==> src/design/rar_pkg.sv <==
package rar_pkg;

   localparam int OPERAND_WIDTH_DEFAULT = 16;
   localparam int RES_NUM_WIDTH         = 32;
   localparam int RES_DEN_WIDTH         = 31;
   localparam int STATUS_WIDTH          = 2;
   localparam int OPCODE_WIDTH          = 2;

   typedef enum logic [OPCODE_WIDTH-1:0] {
      OP_ADD = 2'd0,
      OP_SUB = 2'd1,
      OP_MUL = 2'd2,
      OP_DIV = 2'd3
   } opcode_type;

   typedef enum logic [STATUS_WIDTH-1:0] {
      STS_OK       = 2'd0,
      STS_ZERO_DEN = 2'd1,
      STS_DIV_ZERO = 2'd2
   } status_type;

   // which cross product the shared multiplier forms this cycle
   typedef enum logic [1:0] {
      MS_AX = 2'd0,   // left_num * (right_num for multiply, else right_den)
      MS_BC = 2'd1,   // left_den * right_num
      MS_BD = 2'd2    // left_den * right_den
   } mul_sel_type;

   typedef enum logic [3:0] {
      S_IDLE,
      S_MUL_AX,
      S_MUL_BC,
      S_MUL_BD,
      S_FORM,
      S_CHECK,
      S_GCD,
      S_DIV,
      S_FINISH
   } state_type;

   typedef struct packed {
      logic        load;
      logic        mul_en;
      mul_sel_type mul_sel;
      logic        form;
      logic        gcd_step;
      logic        div_init;
      logic        div_step;
      logic        finish;
   } dp_cmd_type;

   typedef struct packed {
      logic bad_input;
      logic num_zero;
      logic gcd_done;
   } dp_status_type;

endpackage

==> src/design/rar_datapath.sv <==
module rar_datapath import rar_pkg::*; #(
   parameter int OPERAND_WIDTH = OPERAND_WIDTH_DEFAULT
) (
   input  logic                            clock,
   input  logic [OPCODE_WIDTH-1:0]         opcode,
   input  logic signed [OPERAND_WIDTH-1:0] left_num,
   input  logic [OPERAND_WIDTH-2:0]        left_den,
   input  logic signed [OPERAND_WIDTH-1:0] right_num,
   input  logic [OPERAND_WIDTH-2:0]        right_den,
   input  dp_cmd_type                      cmd,
   output dp_status_type                   status,
   output logic [RES_NUM_WIDTH-1:0]        result_num,
   output logic [RES_DEN_WIDTH-1:0]        result_den,
   output logic [STATUS_WIDTH-1:0]         result_status
);

   localparam int W  = OPERAND_WIDTH;
   localparam int PW = 2 * W;          // signed product / cross sum
   localparam int MW = 2 * W - 1;      // magnitudes of numerator and denominator
   localparam int KW = $clog2(MW + 1);

   // operand capture
   opcode_type               op_ff;
   logic signed [W-1:0]      a_ff, c_ff;
   logic [W-2:0]             b_ff, d_ff;

   always_ff @(posedge clock) begin
      if (cmd.load) begin
         op_ff <= opcode_type'(opcode);
         a_ff  <= left_num;
         b_ff  <= left_den;
         c_ff  <= right_num;
         d_ff  <= right_den;
      end
   end

   // input error code
   status_type err_w;
   always_comb begin
      if (b_ff == '0 || d_ff == '0) begin
         err_w = STS_ZERO_DEN;
      end else if (op_ff == OP_DIV && c_ff == '0) begin
         err_w = STS_DIV_ZERO;
      end else begin
         err_w = STS_OK;
      end
   end

   // shared multiplier, one product per cycle
   logic signed [W-1:0]  opa_w, opb_w;
   logic signed [PW-1:0] prod_w;
   logic signed [PW-1:0] p1_ff, p2_ff, p3_ff;

   always_comb begin
      case (cmd.mul_sel)
         MS_AX: begin
            opa_w = a_ff;
            opb_w = (op_ff == OP_MUL) ? c_ff : signed'({1'b0, d_ff});
         end
         MS_BC: begin
            opa_w = signed'({1'b0, b_ff});
            opb_w = c_ff;
         end
         default: begin
            opa_w = signed'({1'b0, b_ff});
            opb_w = signed'({1'b0, d_ff});
         end
      endcase
   end

   assign prod_w = opa_w * opb_w;

   always_ff @(posedge clock) begin
      if (cmd.mul_en) begin
         case (cmd.mul_sel)
            MS_AX:   p1_ff <= prod_w;
            MS_BC:   p2_ff <= prod_w;
            default: p3_ff <= prod_w;
         endcase
      end
   end

   // cross numerator / denominator, split into sign and magnitude
   logic signed [PW-1:0] num_w, den_w, num_abs_w, den_abs_w;

   always_comb begin
      case (op_ff)
         OP_ADD:  num_w = p1_ff + p2_ff;
         OP_SUB:  num_w = p1_ff - p2_ff;
         default: num_w = p1_ff;
      endcase
      den_w     = (op_ff == OP_DIV) ? p2_ff : p3_ff;
      num_abs_w = num_w[PW-1] ? -num_w : num_w;
      den_abs_w = den_w[PW-1] ? -den_w : den_w;
   end

   logic [MW-1:0] nmag_ff, dmag_ff;
   logic          neg_ff;
   logic [MW-1:0] u_ff, v_ff;
   logic [KW-1:0] k_ff;
   logic [MW-1:0] g_ff;
   logic [MW-1:0] qn_ff, qd_ff, rn_ff, rd_ff;

   // binary gcd step
   logic [MW-1:0] u_in, v_in;
   logic [KW-1:0] k_in;
   always_comb begin
      u_in = u_ff;
      v_in = v_ff;
      k_in = k_ff;
      if (!u_ff[0] && !v_ff[0]) begin
         u_in = u_ff >> 1;
         v_in = v_ff >> 1;
         k_in = KW'(k_ff + 1'b1);
      end else if (!u_ff[0]) begin
         u_in = u_ff >> 1;
      end else if (!v_ff[0]) begin
         v_in = v_ff >> 1;
      end else if (u_ff >= v_ff) begin
         u_in = (u_ff - v_ff) >> 1;
      end else begin
         v_in = (v_ff - u_ff) >> 1;
      end
   end

   // restoring division of both magnitudes by the gcd
   logic [MW:0]   tn_w, td_w;
   logic          gn_w, gd_w;
   always_comb begin
      tn_w = {rn_ff, qn_ff[MW-1]};
      td_w = {rd_ff, qd_ff[MW-1]};
      gn_w = tn_w >= {1'b0, g_ff};
      gd_w = td_w >= {1'b0, g_ff};
   end

   always_ff @(posedge clock) begin
      if (cmd.form) begin
         nmag_ff <= num_abs_w[MW-1:0];
         dmag_ff <= den_abs_w[MW-1:0];
         u_ff    <= num_abs_w[MW-1:0];
         v_ff    <= den_abs_w[MW-1:0];
         k_ff    <= '0;
         neg_ff  <= num_w[PW-1] ^ den_w[PW-1];
      end else if (cmd.gcd_step) begin
         u_ff <= u_in;
         v_ff <= v_in;
         k_ff <= k_in;
      end
      if (cmd.div_init) begin
         g_ff  <= u_ff << k_ff;
         qn_ff <= nmag_ff;
         qd_ff <= dmag_ff;
         rn_ff <= '0;
         rd_ff <= '0;
      end else if (cmd.div_step) begin
         rn_ff <= gn_w ? MW'(tn_w - {1'b0, g_ff}) : tn_w[MW-1:0];
         rd_ff <= gd_w ? MW'(td_w - {1'b0, g_ff}) : td_w[MW-1:0];
         qn_ff <= {qn_ff[MW-2:0], gn_w};
         qd_ff <= {qd_ff[MW-2:0], gd_w};
      end
   end

   assign status.bad_input = (err_w != STS_OK);
   assign status.num_zero  = (nmag_ff == '0);
   assign status.gcd_done  = (u_ff == v_ff);

   // fit the signed quotient to the result fields
   logic signed [MW:0]         snum_w;
   logic [RES_NUM_WIDTH-1:0]   fit_num_w;
   logic [RES_DEN_WIDTH-1:0]   fit_den_w;

   assign snum_w = neg_ff ? -signed'({1'b0, qn_ff}) : signed'({1'b0, qn_ff});

   if (MW + 1 >= RES_NUM_WIDTH) begin : g_num_trunc
      assign fit_num_w = snum_w[RES_NUM_WIDTH-1:0];
   end else begin : g_num_ext
      assign fit_num_w = {{(RES_NUM_WIDTH-MW-1){snum_w[MW]}}, snum_w};
   end

   if (MW >= RES_DEN_WIDTH) begin : g_den_trunc
      assign fit_den_w = qd_ff[RES_DEN_WIDTH-1:0];
   end else begin : g_den_ext
      assign fit_den_w = {{(RES_DEN_WIDTH-MW){1'b0}}, qd_ff};
   end

   // result register
   logic [RES_NUM_WIDTH-1:0] res_num_ff;
   logic [RES_DEN_WIDTH-1:0] res_den_ff;
   status_type               res_sts_ff;

   always_ff @(posedge clock) begin
      if (cmd.finish) begin
         if (err_w != STS_OK) begin
            res_num_ff <= '0;
            res_den_ff <= '0;
         end else if (nmag_ff == '0) begin
            res_num_ff <= '0;
            res_den_ff <= RES_DEN_WIDTH'(1);
         end else begin
            res_num_ff <= fit_num_w;
            res_den_ff <= fit_den_w;
         end
         res_sts_ff <= err_w;
      end
   end

   assign result_num    = res_num_ff;
   assign result_den    = res_den_ff;
   assign result_status = res_sts_ff;

endmodule

==> src/design/rar_ctrl.sv <==
module rar_ctrl import rar_pkg::*; #(
   parameter int OPERAND_WIDTH = OPERAND_WIDTH_DEFAULT
) (
   input  logic          clock,
   input  logic          reset,
   input  logic          req_valid,
   output logic          req_ready,
   output logic          rsp_valid,
   input  logic          rsp_ready,
   output dp_cmd_type    cmd,
   input  dp_status_type status
);

   localparam int MW = 2 * OPERAND_WIDTH - 1;
   localparam int CW = $clog2(MW + 1);

   state_type     state_ff, state_in;
   logic [CW-1:0] cnt_ff, cnt_in;
   logic          rsp_valid_ff, rsp_valid_in;

   always_ff @(posedge clock) begin
      if (reset) begin
         state_ff     <= S_IDLE;
         cnt_ff       <= '0;
         rsp_valid_ff <= 1'b0;
      end else begin
         state_ff     <= state_in;
         cnt_ff       <= cnt_in;
         rsp_valid_ff <= rsp_valid_in;
      end
   end

   always_comb begin
      state_in     = state_ff;
      cnt_in       = cnt_ff;
      rsp_valid_in = rsp_valid_ff && !rsp_ready;
      cmd          = '0;
      cmd.mul_sel  = MS_AX;
      req_ready    = 1'b0;
      case (state_ff)
         S_IDLE: begin
            req_ready = 1'b1;
            if (req_valid) begin
               cmd.load = 1'b1;
               state_in = S_MUL_AX;
            end
         end
         S_MUL_AX: begin
            cmd.mul_en  = 1'b1;
            cmd.mul_sel = MS_AX;
            state_in    = S_MUL_BC;
         end
         S_MUL_BC: begin
            cmd.mul_en  = 1'b1;
            cmd.mul_sel = MS_BC;
            state_in    = S_MUL_BD;
         end
         S_MUL_BD: begin
            cmd.mul_en  = 1'b1;
            cmd.mul_sel = MS_BD;
            state_in    = S_FORM;
         end
         S_FORM: begin
            cmd.form = 1'b1;
            state_in = S_CHECK;
         end
         S_CHECK: begin
            if (status.bad_input || status.num_zero) begin
               state_in = S_FINISH;
            end else begin
               state_in = S_GCD;
            end
         end
         S_GCD: begin
            if (status.gcd_done) begin
               cmd.div_init = 1'b1;
               cnt_in       = '0;
               state_in     = S_DIV;
            end else begin
               cmd.gcd_step = 1'b1;
            end
         end
         S_DIV: begin
            cmd.div_step = 1'b1;
            cnt_in       = CW'(cnt_ff + 1'b1);
            if (cnt_ff == CW'(MW - 1)) begin
               state_in = S_FINISH;
            end
         end
         S_FINISH: begin
            // hold until the output register is free
            if (!rsp_valid_ff || rsp_ready) begin
               cmd.finish   = 1'b1;
               rsp_valid_in = 1'b1;
               state_in     = S_IDLE;
            end
         end
         default: begin
            state_in = S_IDLE;
         end
      endcase
   end

   assign rsp_valid = rsp_valid_ff;

endmodule

==> src/design/rational_arith_reduce_core.sv <==
// Rational add/sub/mul/div of two fractions, result reduced by its gcd.
// Sequence: 3 multiply, form, check, gcd (one step at a time until done), divide and
//   finish; error and zero-numerator beats skip gcd and divide.
// Throughput: one beat at a time, next accepted in the idle state entered as the response is loaded;
//   a stalled response holds the finish state. Reset (sync, active high) clears control.
module rational_arith_reduce_core import rar_pkg::*; #(
   parameter int OPERAND_WIDTH = OPERAND_WIDTH_DEFAULT
) (
   input  logic                                       clock,
   input  logic                                       reset,
   // request channel
   input  logic                                       req_tvalid,
   output logic                                       req_tready,
   // left_num, left_den, right_num, right_den (zero padded)
   input  logic [((4*OPERAND_WIDTH-2+7)/8)*8-1:0]     req_tdata,
   // opcode
   input  logic [OPCODE_WIDTH-1:0]                    req_tuser,
   // response channel
   output logic                                       rsp_tvalid,
   input  logic                                       rsp_tready,
   // result_num, result_den (zero padded)
   output logic [((RES_NUM_WIDTH+RES_DEN_WIDTH+7)/8)*8-1:0] rsp_tdata,
   // status
   output logic [STATUS_WIDTH-1:0]                    rsp_tuser
);

   localparam int W        = OPERAND_WIDTH;
   localparam int OUT_BITS = ((RES_NUM_WIDTH + RES_DEN_WIDTH + 7) / 8) * 8;

   dp_cmd_type    cmd;
   dp_status_type dp_status;

   logic [RES_NUM_WIDTH-1:0] result_num;
   logic [RES_DEN_WIDTH-1:0] result_den;

   rar_ctrl #(
      .OPERAND_WIDTH(OPERAND_WIDTH)
   ) u_ctrl (
      .clock     (clock),
      .reset     (reset),
      .req_valid (req_tvalid),
      .req_ready (req_tready),
      .rsp_valid (rsp_tvalid),
      .rsp_ready (rsp_tready),
      .cmd       (cmd),
      .status    (dp_status)
   );

   // beat fields are captured in the datapath when the controller loads
   rar_datapath #(
      .OPERAND_WIDTH(OPERAND_WIDTH)
   ) u_datapath (
      .clock         (clock),
      .opcode        (req_tuser),
      .left_num      (req_tdata[W-1:0]),
      .left_den      (req_tdata[2*W-2:W]),
      .right_num     (req_tdata[3*W-2:2*W-1]),
      .right_den     (req_tdata[4*W-3:3*W-1]),
      .cmd           (cmd),
      .status        (dp_status),
      .result_num    (result_num),
      .result_den    (result_den),
      .result_status (rsp_tuser)
   );

   assign rsp_tdata = OUT_BITS'({result_den, result_num});

endmodule
==> config.mk <==
export PLATFORM = sky130hd
export DESIGN_NAME = rational_arith_reduce_core
export DESIGN_NICKNAME = d
export VERILOG_FILES = /design/src/design/rar_pkg.sv /design/src/design/rar_datapath.sv /design/src/design/rar_ctrl.sv /design/src/design/rational_arith_reduce_core.sv
export SDC_FILE = /design/constraint.sdc
export NUM_CORES = 2
export LEC_CHECK = 0
export BUFFER_PORTS_ARGS = -buffer_cell sky130_fd_sc_hd__buf_4
export CAP_MARGIN = 20
export CORE_MARGIN = 1
export CORE_UTILIZATION = 55
export DETAILED_ROUTE_END_ITERATION = 10
export PLACE_DENSITY = 0.83
export SLEW_MARGIN = 5
export SYNTH_ARGS = -nofsm -noshare
export SYNTH_HDL_FRONTEND = slang
export SYNTH_HIERARCHICAL = 1
export SYNTH_SLANG_ARGS = --single-unit
==> constraint.sdc <==
create_clock -name clock -period 10.8 [get_ports clock]
set_input_delay 1.62 -clock clock [delete_from_list [all_inputs] [get_ports clock]]
set_output_delay 1.62 -clock clock [all_outputs]
set_load 0.02 [all_outputs]
## Yosys cells after proc, flatten, opt, wreduce, memory -nomap -nowiden

Index checks and enable logic that the tools add are counted.

| word-level totals | value |
|---|---|
| flip-flop bits (word level) | 520 |
| output and inout bits | 68 |
| word-level logic and storage cells | 153 |

| operators by class | value |
|---|---|
| $add $sub $neg | 11 |
| multipliers | 1 |
| $lt $le $gt $ge | 3 |
| eq/ne operators | 21 |
| shifts and indexed selects | 1 |
| multiplexer cells | 50 |
| bitwise gates (word level) | 3 |
| reduce and logical (&&, ||, !) cells | 34 |

Operators by type and width:

| kind | number |
|---|---|
| 31-bit two-way mux | 21 |
| 31-bit subtractor | 4 |
| 32-bit by 31-bit >= comparator with 1-bit output | 2 |
| 32-bit one-hot mux with 2 select lines | 1 |
| 31-bit negator | 2 |
| 4-bit one-hot mux with 9 select lines | 1 |
| 32-bit adder | 1 |
| 16-bit by 16-bit multiplier with 32-bit output | 1 |
| 16-bit two-way mux | 2 |
| 32-bit two-way mux | 1 |
| 31-bit negator with 32-bit output | 1 |
| 16-bit one-hot mux with 2 select lines | 1 |
| 32-bit subtractor | 1 |
| 31-bit == test | 1 |
| 31-bit >= comparator | 1 |
| 31-bit logical NOT | 1 |
| 31-bit by 5-bit left shift with 31-bit output | 1 |
| 15-bit logical NOT | 2 |
| 4-bit two-way mux | 5 |
| 4-bit by 3-bit == test with 1-bit output (second input constant) | 4 |
| 16-bit logical NOT | 1 |
| 1-bit two-way mux | 12 |
| 4-bit != test (second input constant) | 3 |
| 2-bit AND reduction | 6 |
| 26 further kinds | 48 |

## Logic depth before layout (Yosys ltp)

| logic depth | value |
|---|---|
| depth in word-level cells | 8 |
| mapped depth | 38 |

## By module

Netlist, hierarchy kept.

By module, submodules not included:

| module | times used | cells each | area each (um^2) | sequential area each (um^2) |
|---|---|---|---|---|
| rar_datapath | 1 | 4374 | 42145.4 | 14644.0 |
| rar_ctrl | 1 | 82 | 678.2 | 200.2 |
| rational_arith_reduce_core | 1 | 2 | 11.3 | 0.0 |

## Worst setup path before layout

Ideal clock, no wire load.

| timing | value |
|---|---|
| path kind | register to register |
| start point | reg u_datapath.op_ff[1] |
| end point | reg u_datapath.p1_ff[30] (data pin) |
| data arrival time | 7882 ps |
| data required time | 10533 ps |
| setup slack | 2651 ps |
| cell stages (with the launch flop) | 36 |
| buffers on the path | 8 |
| cell sequence | edfxtp_1 > buf_2 > buf_2 > inv_1 > buf_2 > buf_2 > nor2_1 > o21bai_1 > buf_2 > buf_1 > clkbuf_1 > nand2_1 > nand2_1 > nand2_1 > fa_1 > fa_1 > fa_1 > fa_1 > inv_1 > fa_1 > inv_1 > fa_1 > inv_1 > ha_1 > clkbuf_1 > a21o_1 > a21oi_1 > nor2b_1 > a311oi_1 > a211oi_1 > nor2_1 > o21ai_0 > nor3_1 > o21bai_1 > a21oi_1 > xnor2_1 |

| on the way | value |
|---|---|
| longest elaborated chain between the ends | 4 |

Ends and longest elaborated chain:

| element | RTL line | RTL |
|---|---|---|
| start: declaration | rar_datapath.sv:23 | `opcode_type op_ff;` |
| start signal: assignment | rar_datapath.sv:29 | `op_ff <= opcode_type'(opcode);` |
| 2-bit == test | rar_datapath.sv:58 | `opb_w = (op_ff == OP_MUL) ? c_ff : signed'({1'b0, d_ff});` |
| 16-bit two-way mux | rar_datapath.sv:58 |  |
| 16-bit one-hot mux with 2 select lines | rar_datapath.sv:55 | `case (cmd.mul_sel)` |
| 16-bit by 16-bit multiplier with 32-bit output | rar_datapath.sv:71 | `assign prod_w = opa_w * opb_w;` |
| via u_datapath.prod_w[30] | rar_datapath.sv:51 | `logic signed [PW-1:0] prod_w;` |
| end signal: assignment | rar_datapath.sv:76 | `MS_AX: p1_ff <= prod_w;` |
| end: declaration | rar_datapath.sv:52 | `logic signed [PW-1:0] p1_ff, p2_ff, p3_ff;` |

The timed path passes the listed nets, and every way through them passes these cells.
A chain may end at the register's enable or synchronous reset.

==> flow_metrics.py <==
metrics = {
    "status": {
        "status": "finished, final reports clean",
    },
    "clock_network": {
        "clkTransAtPathRegs_ns": 0.06,
        "clk_latency_ns": 0.63,
        "clock_tree_from_tritoncts": "yes",
        "postCtsHoldBufs": 0,
        "h_tree_level_count": 2,
        "buffers_inserted_during_post_cts_setup_optimization": 0,
        "clock_tree.buffer_depth": 3,
        "cts_num_sinks": 520,
        "cts_resized": 0,
        "numCtsBuffers": 55,
        "clock_tree.root_cell": "clkbuf_16",
    },
    "synth": {
        "sequential_cell_area_fraction_in_the_yosys_report_pct": 34.65,
        "synth_flop_cell": "edfxtp_1",
        "netlist.top_cell.by_area": "edfxtp_1",
        "area_contributors_post_synth": "edfxtp_1, fa_1, ha_1",
        "postSynth.asyncResetShare_pct": 0,
        "synth_edf_count": 443,
        "library_cells_used_by_synthesis": 101,
        "yosys_warn_count": 6,
        "post-synth-top-area-fraction_pct": 31.06,
        "synth.net_count": 5040,
        "avgSynthCellArea_um2": 9.609,
        "synth_seq_cells": 520,
        "postSynthCellCount": 4458,
        "synthesis.area_um2": 42830,
    },
    "global_routing": {
        "grt_antenna_before_repair": 1,
        "globalRouteOverflowTotal": 0,
        "grt_pass1_vias": 33131,
        "grtUsageTotal_pct": 28.85,
        "wire_length_of_the_first_global_routing_pass_um": 178200,
        "grt_start_max_net_pins": 135,
    },
    "route": {
        "drt-initial-drc-count": 2986,
        "route.detailed.drc": 0,
        "drtAntennaViolNets": 0,
        "drt_pre_antenna_iters": 6,
        "postRouteWirelength_um": 113900,
        "drt-vias-per-instance": 6.039,
        "wl_per_cell_um": 20.42,
        "vias": 33683,
    },
    "timing": {
        "clock.fmax_mhz": 111.5,
        "period_share_pct": 83.06,
        "final.setup.worst_slack_ns": 1.830,
        "actual_slew_at_the_worst_max_slew_pin_ns": 1.164,
        "setup_repair_after_global_routing_missed_its_margin": "false",
        "finalClockSkew_ns": 0.02354,
        "final_hold_viol_count": 0,
        "period_minus_slack_ns": 8.970,
        "maxSlewHeadroom_pct": 21.83,
        "final-max-slew-violation-count": 0,
        "setup_tns_ns": 0,
        "finalSetupViolations": 0,
    },
    "finish": {
        "fillerInstances": 6200,
        "postLayoutCoreUtil_pct": 60.99,
        "fraction_of_layout_cells_with_a_size_suffix_above_1_pct": 9.193,
        "layout_commonest_cell": "nor2_1",
        "mostFrequentLayoutCells": "nor2_1, inv_1, edfxtp_1, nand2_1, fa_1",
        "final_net_count": 5084,
        "syn_to_final_growth_pct": 8.859,
    },
    "placement": {
        "dp.final_hpwl_um": 87710,
        "place.gp.congestion": 1.006,
        "pre_cts_ws_ns": 1.921,
        "portBuffers": 134,
    },
    "critical_path": {
        "critPathMaxFanout": 11,
        "crit_family": "adder cells",
        "timing.rr.end": "u_datapath/p1_ff[30]",
        "criticalPathCategory": "reg -> reg",
        "critical_path.startpoint_type": "register",
        "cp_data_arrival_time_ns": 9.32,
        "worstSetupEndpoint": "u_datapath/p1_ff[30]",
        "critPathMaxStageDelay_ns": 0.83,
        "critPathCaptureType": "register",
        "ff2ff_path_depth": 27,
        "critical_path.n_buffers_inverters": 4,
        "regToRegSetupSlack_ns": 1.83,
        "crit_required_ns": 11.15,
        "critical-path-top-cell-by-count": "fa_1",
        "critPathLaunch": "u_ctrl/state_ff[0]",
        "crit-reg2reg-launch": "u_ctrl/state_ff[0]",
        "number_of_logic_stages_on_the_critical_path_including_buffering": 27,
        "critical-path-slowest-cell": "mux2i_1",
    },
    "worst_hold_path": {
        "min_path_type": "reg -> reg",
    },
    "floorplanning": {
        "floorplan.rows": 101,
        "die_area_um2": 79000,
        "initial_cell_density_of_the_core_pct": 56.03,
        "fp.coreArea_um2": 76450,
        "chipHeight_um": 281.1,
        "floorplan.die.width_um": 281.1,
        "pin_count": 138,
    },
    "job": {
        "drv_cap": 0,
    },
}
[worst reg2reg max path, cell delays in order (launching register included)]
cell      delay, ns
dfxtp_1        0.44
or2_2          0.39
nor3b_1        0.52
o21bai_2       0.39
mux2i_1        0.84
nor2_1         0.15
fa_1           0.57
inv_1          0.05
fa_1           0.46
fa_1           0.50
fa_1           0.54
inv_1          0.05
fa_1           0.47
inv_1          0.05
fa_1           0.47
inv_1          0.04
ha_1           0.37
a21o_1         0.20
a21oi_1        0.14
nor2b_1        0.06
a311oi_1       0.56
a211oi_1       0.25
nor2_1         0.34
o21ai_0        0.19
nor3_1         0.22
o21bai_1       0.13
a21oi_1        0.20
xnor2_1        0.13
[layout make-up]
cell class | count | area [um^2] | area share, %
Antenna cell | 1 | 2.502 | 0.005367
Clock buffer | 68 | 1445 | 3.099
Clock inverter | 34 | 387.9 | 0.8318
Inverter | 453 | 1700 | 3.647
Multi-Input combinational cell | 3282 | 25490 | 54.67
Sequential cell | 520 | 14850 | 31.84
Tap cell | 1030 | 1289 | 2.764
Timing Repair Buffer | 190 | 1466 | 3.145
[cell families (layout without fill, tap and decap cells)]
family | Yosys count | after routing | share of synthesized area, %
buffers and inverters | 656 | 745 | 6.011
flip-flops | 520 | 520 | 34.65
AO/OA/AOI/OAI | 938 | 938 | 14.55
XOR/XNOR | 259 | 259 | 5.296
multiplexers | 197 | 197 | 5.071
other | 1 | 2 | 0.008755
AND/OR/NAND/NOR | 1375 | 1375 | 14.77
adder cells (fa/ha/maj) | 512 | 512 | 19.63
[layer usage]
layer	up-vias	global-route usage (%)	wire length (um)
li1	15697	-	-
met1	16210	35.37	43990
met2	1452	49.38	54880
met5	-	0	0
met3	324	4.040	8797
met4	0	15.02	6227
[flip-flops by register name, summed over array words and instances, names as in the netlist, 4 cells and up]
register	count
u_ctrl/cnt_ff	5
u_ctrl/state_ff	4
u_datapath/a_ff	16
u_datapath/b_ff	15
u_datapath/c_ff	16
u_datapath/d_ff	15
u_datapath/dmag_ff	31
u_datapath/fit_den_w	31
u_datapath/g_ff	31
u_datapath/k_ff	5
u_datapath/nmag_ff	31
u_datapath/p1_ff	32
u_datapath/p2_ff	32
u_datapath/p3_ff	32
u_datapath/qn_ff	31
u_datapath/rd_ff	31
u_datapath/result_den	31
u_datapath/result_num	32
u_datapath/rn_ff	31
u_datapath/u_ff	31
u_datapath/v_ff	31
[worst min-delay path by stage]
| stage | from | end | depth (start not counted) |
|---|---|---|---|
| floorplan | u_datapath/rn_ff[30] | u_datapath/rn_ff[30] | 2 |
| global placement | u_datapath/rd_ff[17] | u_datapath/rd_ff[17] | 2 |
| detailed placement | u_datapath/rd_ff[17] | u_datapath/rd_ff[17] | 2 |
| CTS | u_datapath/rd_ff[17] | u_datapath/rd_ff[17] | 2 |
| global route | u_datapath/rn_ff[30] | u_datapath/rn_ff[30] | 2 |
| finish | u_datapath/rd_ff[17] | u_datapath/rd_ff[17] | 2 |
[cell usage after synthesis (18+ instances only)]
cell        n
a211oi_1   46
a21o_1     70
a21oi_1   196
a221o_1    21
a311oi_1   25
a31oi_1    40
and2_1     54
and3_1     26
buf_1      20
buf_2      26
clkbuf_1  142
dfxtp_1    77
edfxtp_1  443
fa_1      267
ha_1      245
inv_1     449
mux2_2     75
mux2i_1   109
nand2_1   423
nand2b_1   47
nand3_1    66
nand4_1    37
nor2_1    467
nor2b_1    40
nor3_1     84
nor4_1     29
o211ai_1   30
o21a_1     65
o21ai_0   218
o22ai_1    18
o31ai_1    27
or2_2      18
or3_1      34
xnor2_1   154
xor2_1    105
[stage by stage]
stage	instances	hold WS, ns	cell area [um^2]
6_report	5578	0.4697	46630
3_5_place_dp	5473	0.4608	44760
3_3_place_gp	5473	0.4560	44760
5_1_grt	5577	0.5086	46630
4_1_cts	5575	0.4723	46600
2_1_floorplan	4458	0.4373	42830
Power is not shown: default switching activity piles up to over one toggle a cycle in this logic, so the estimate is an artifact.
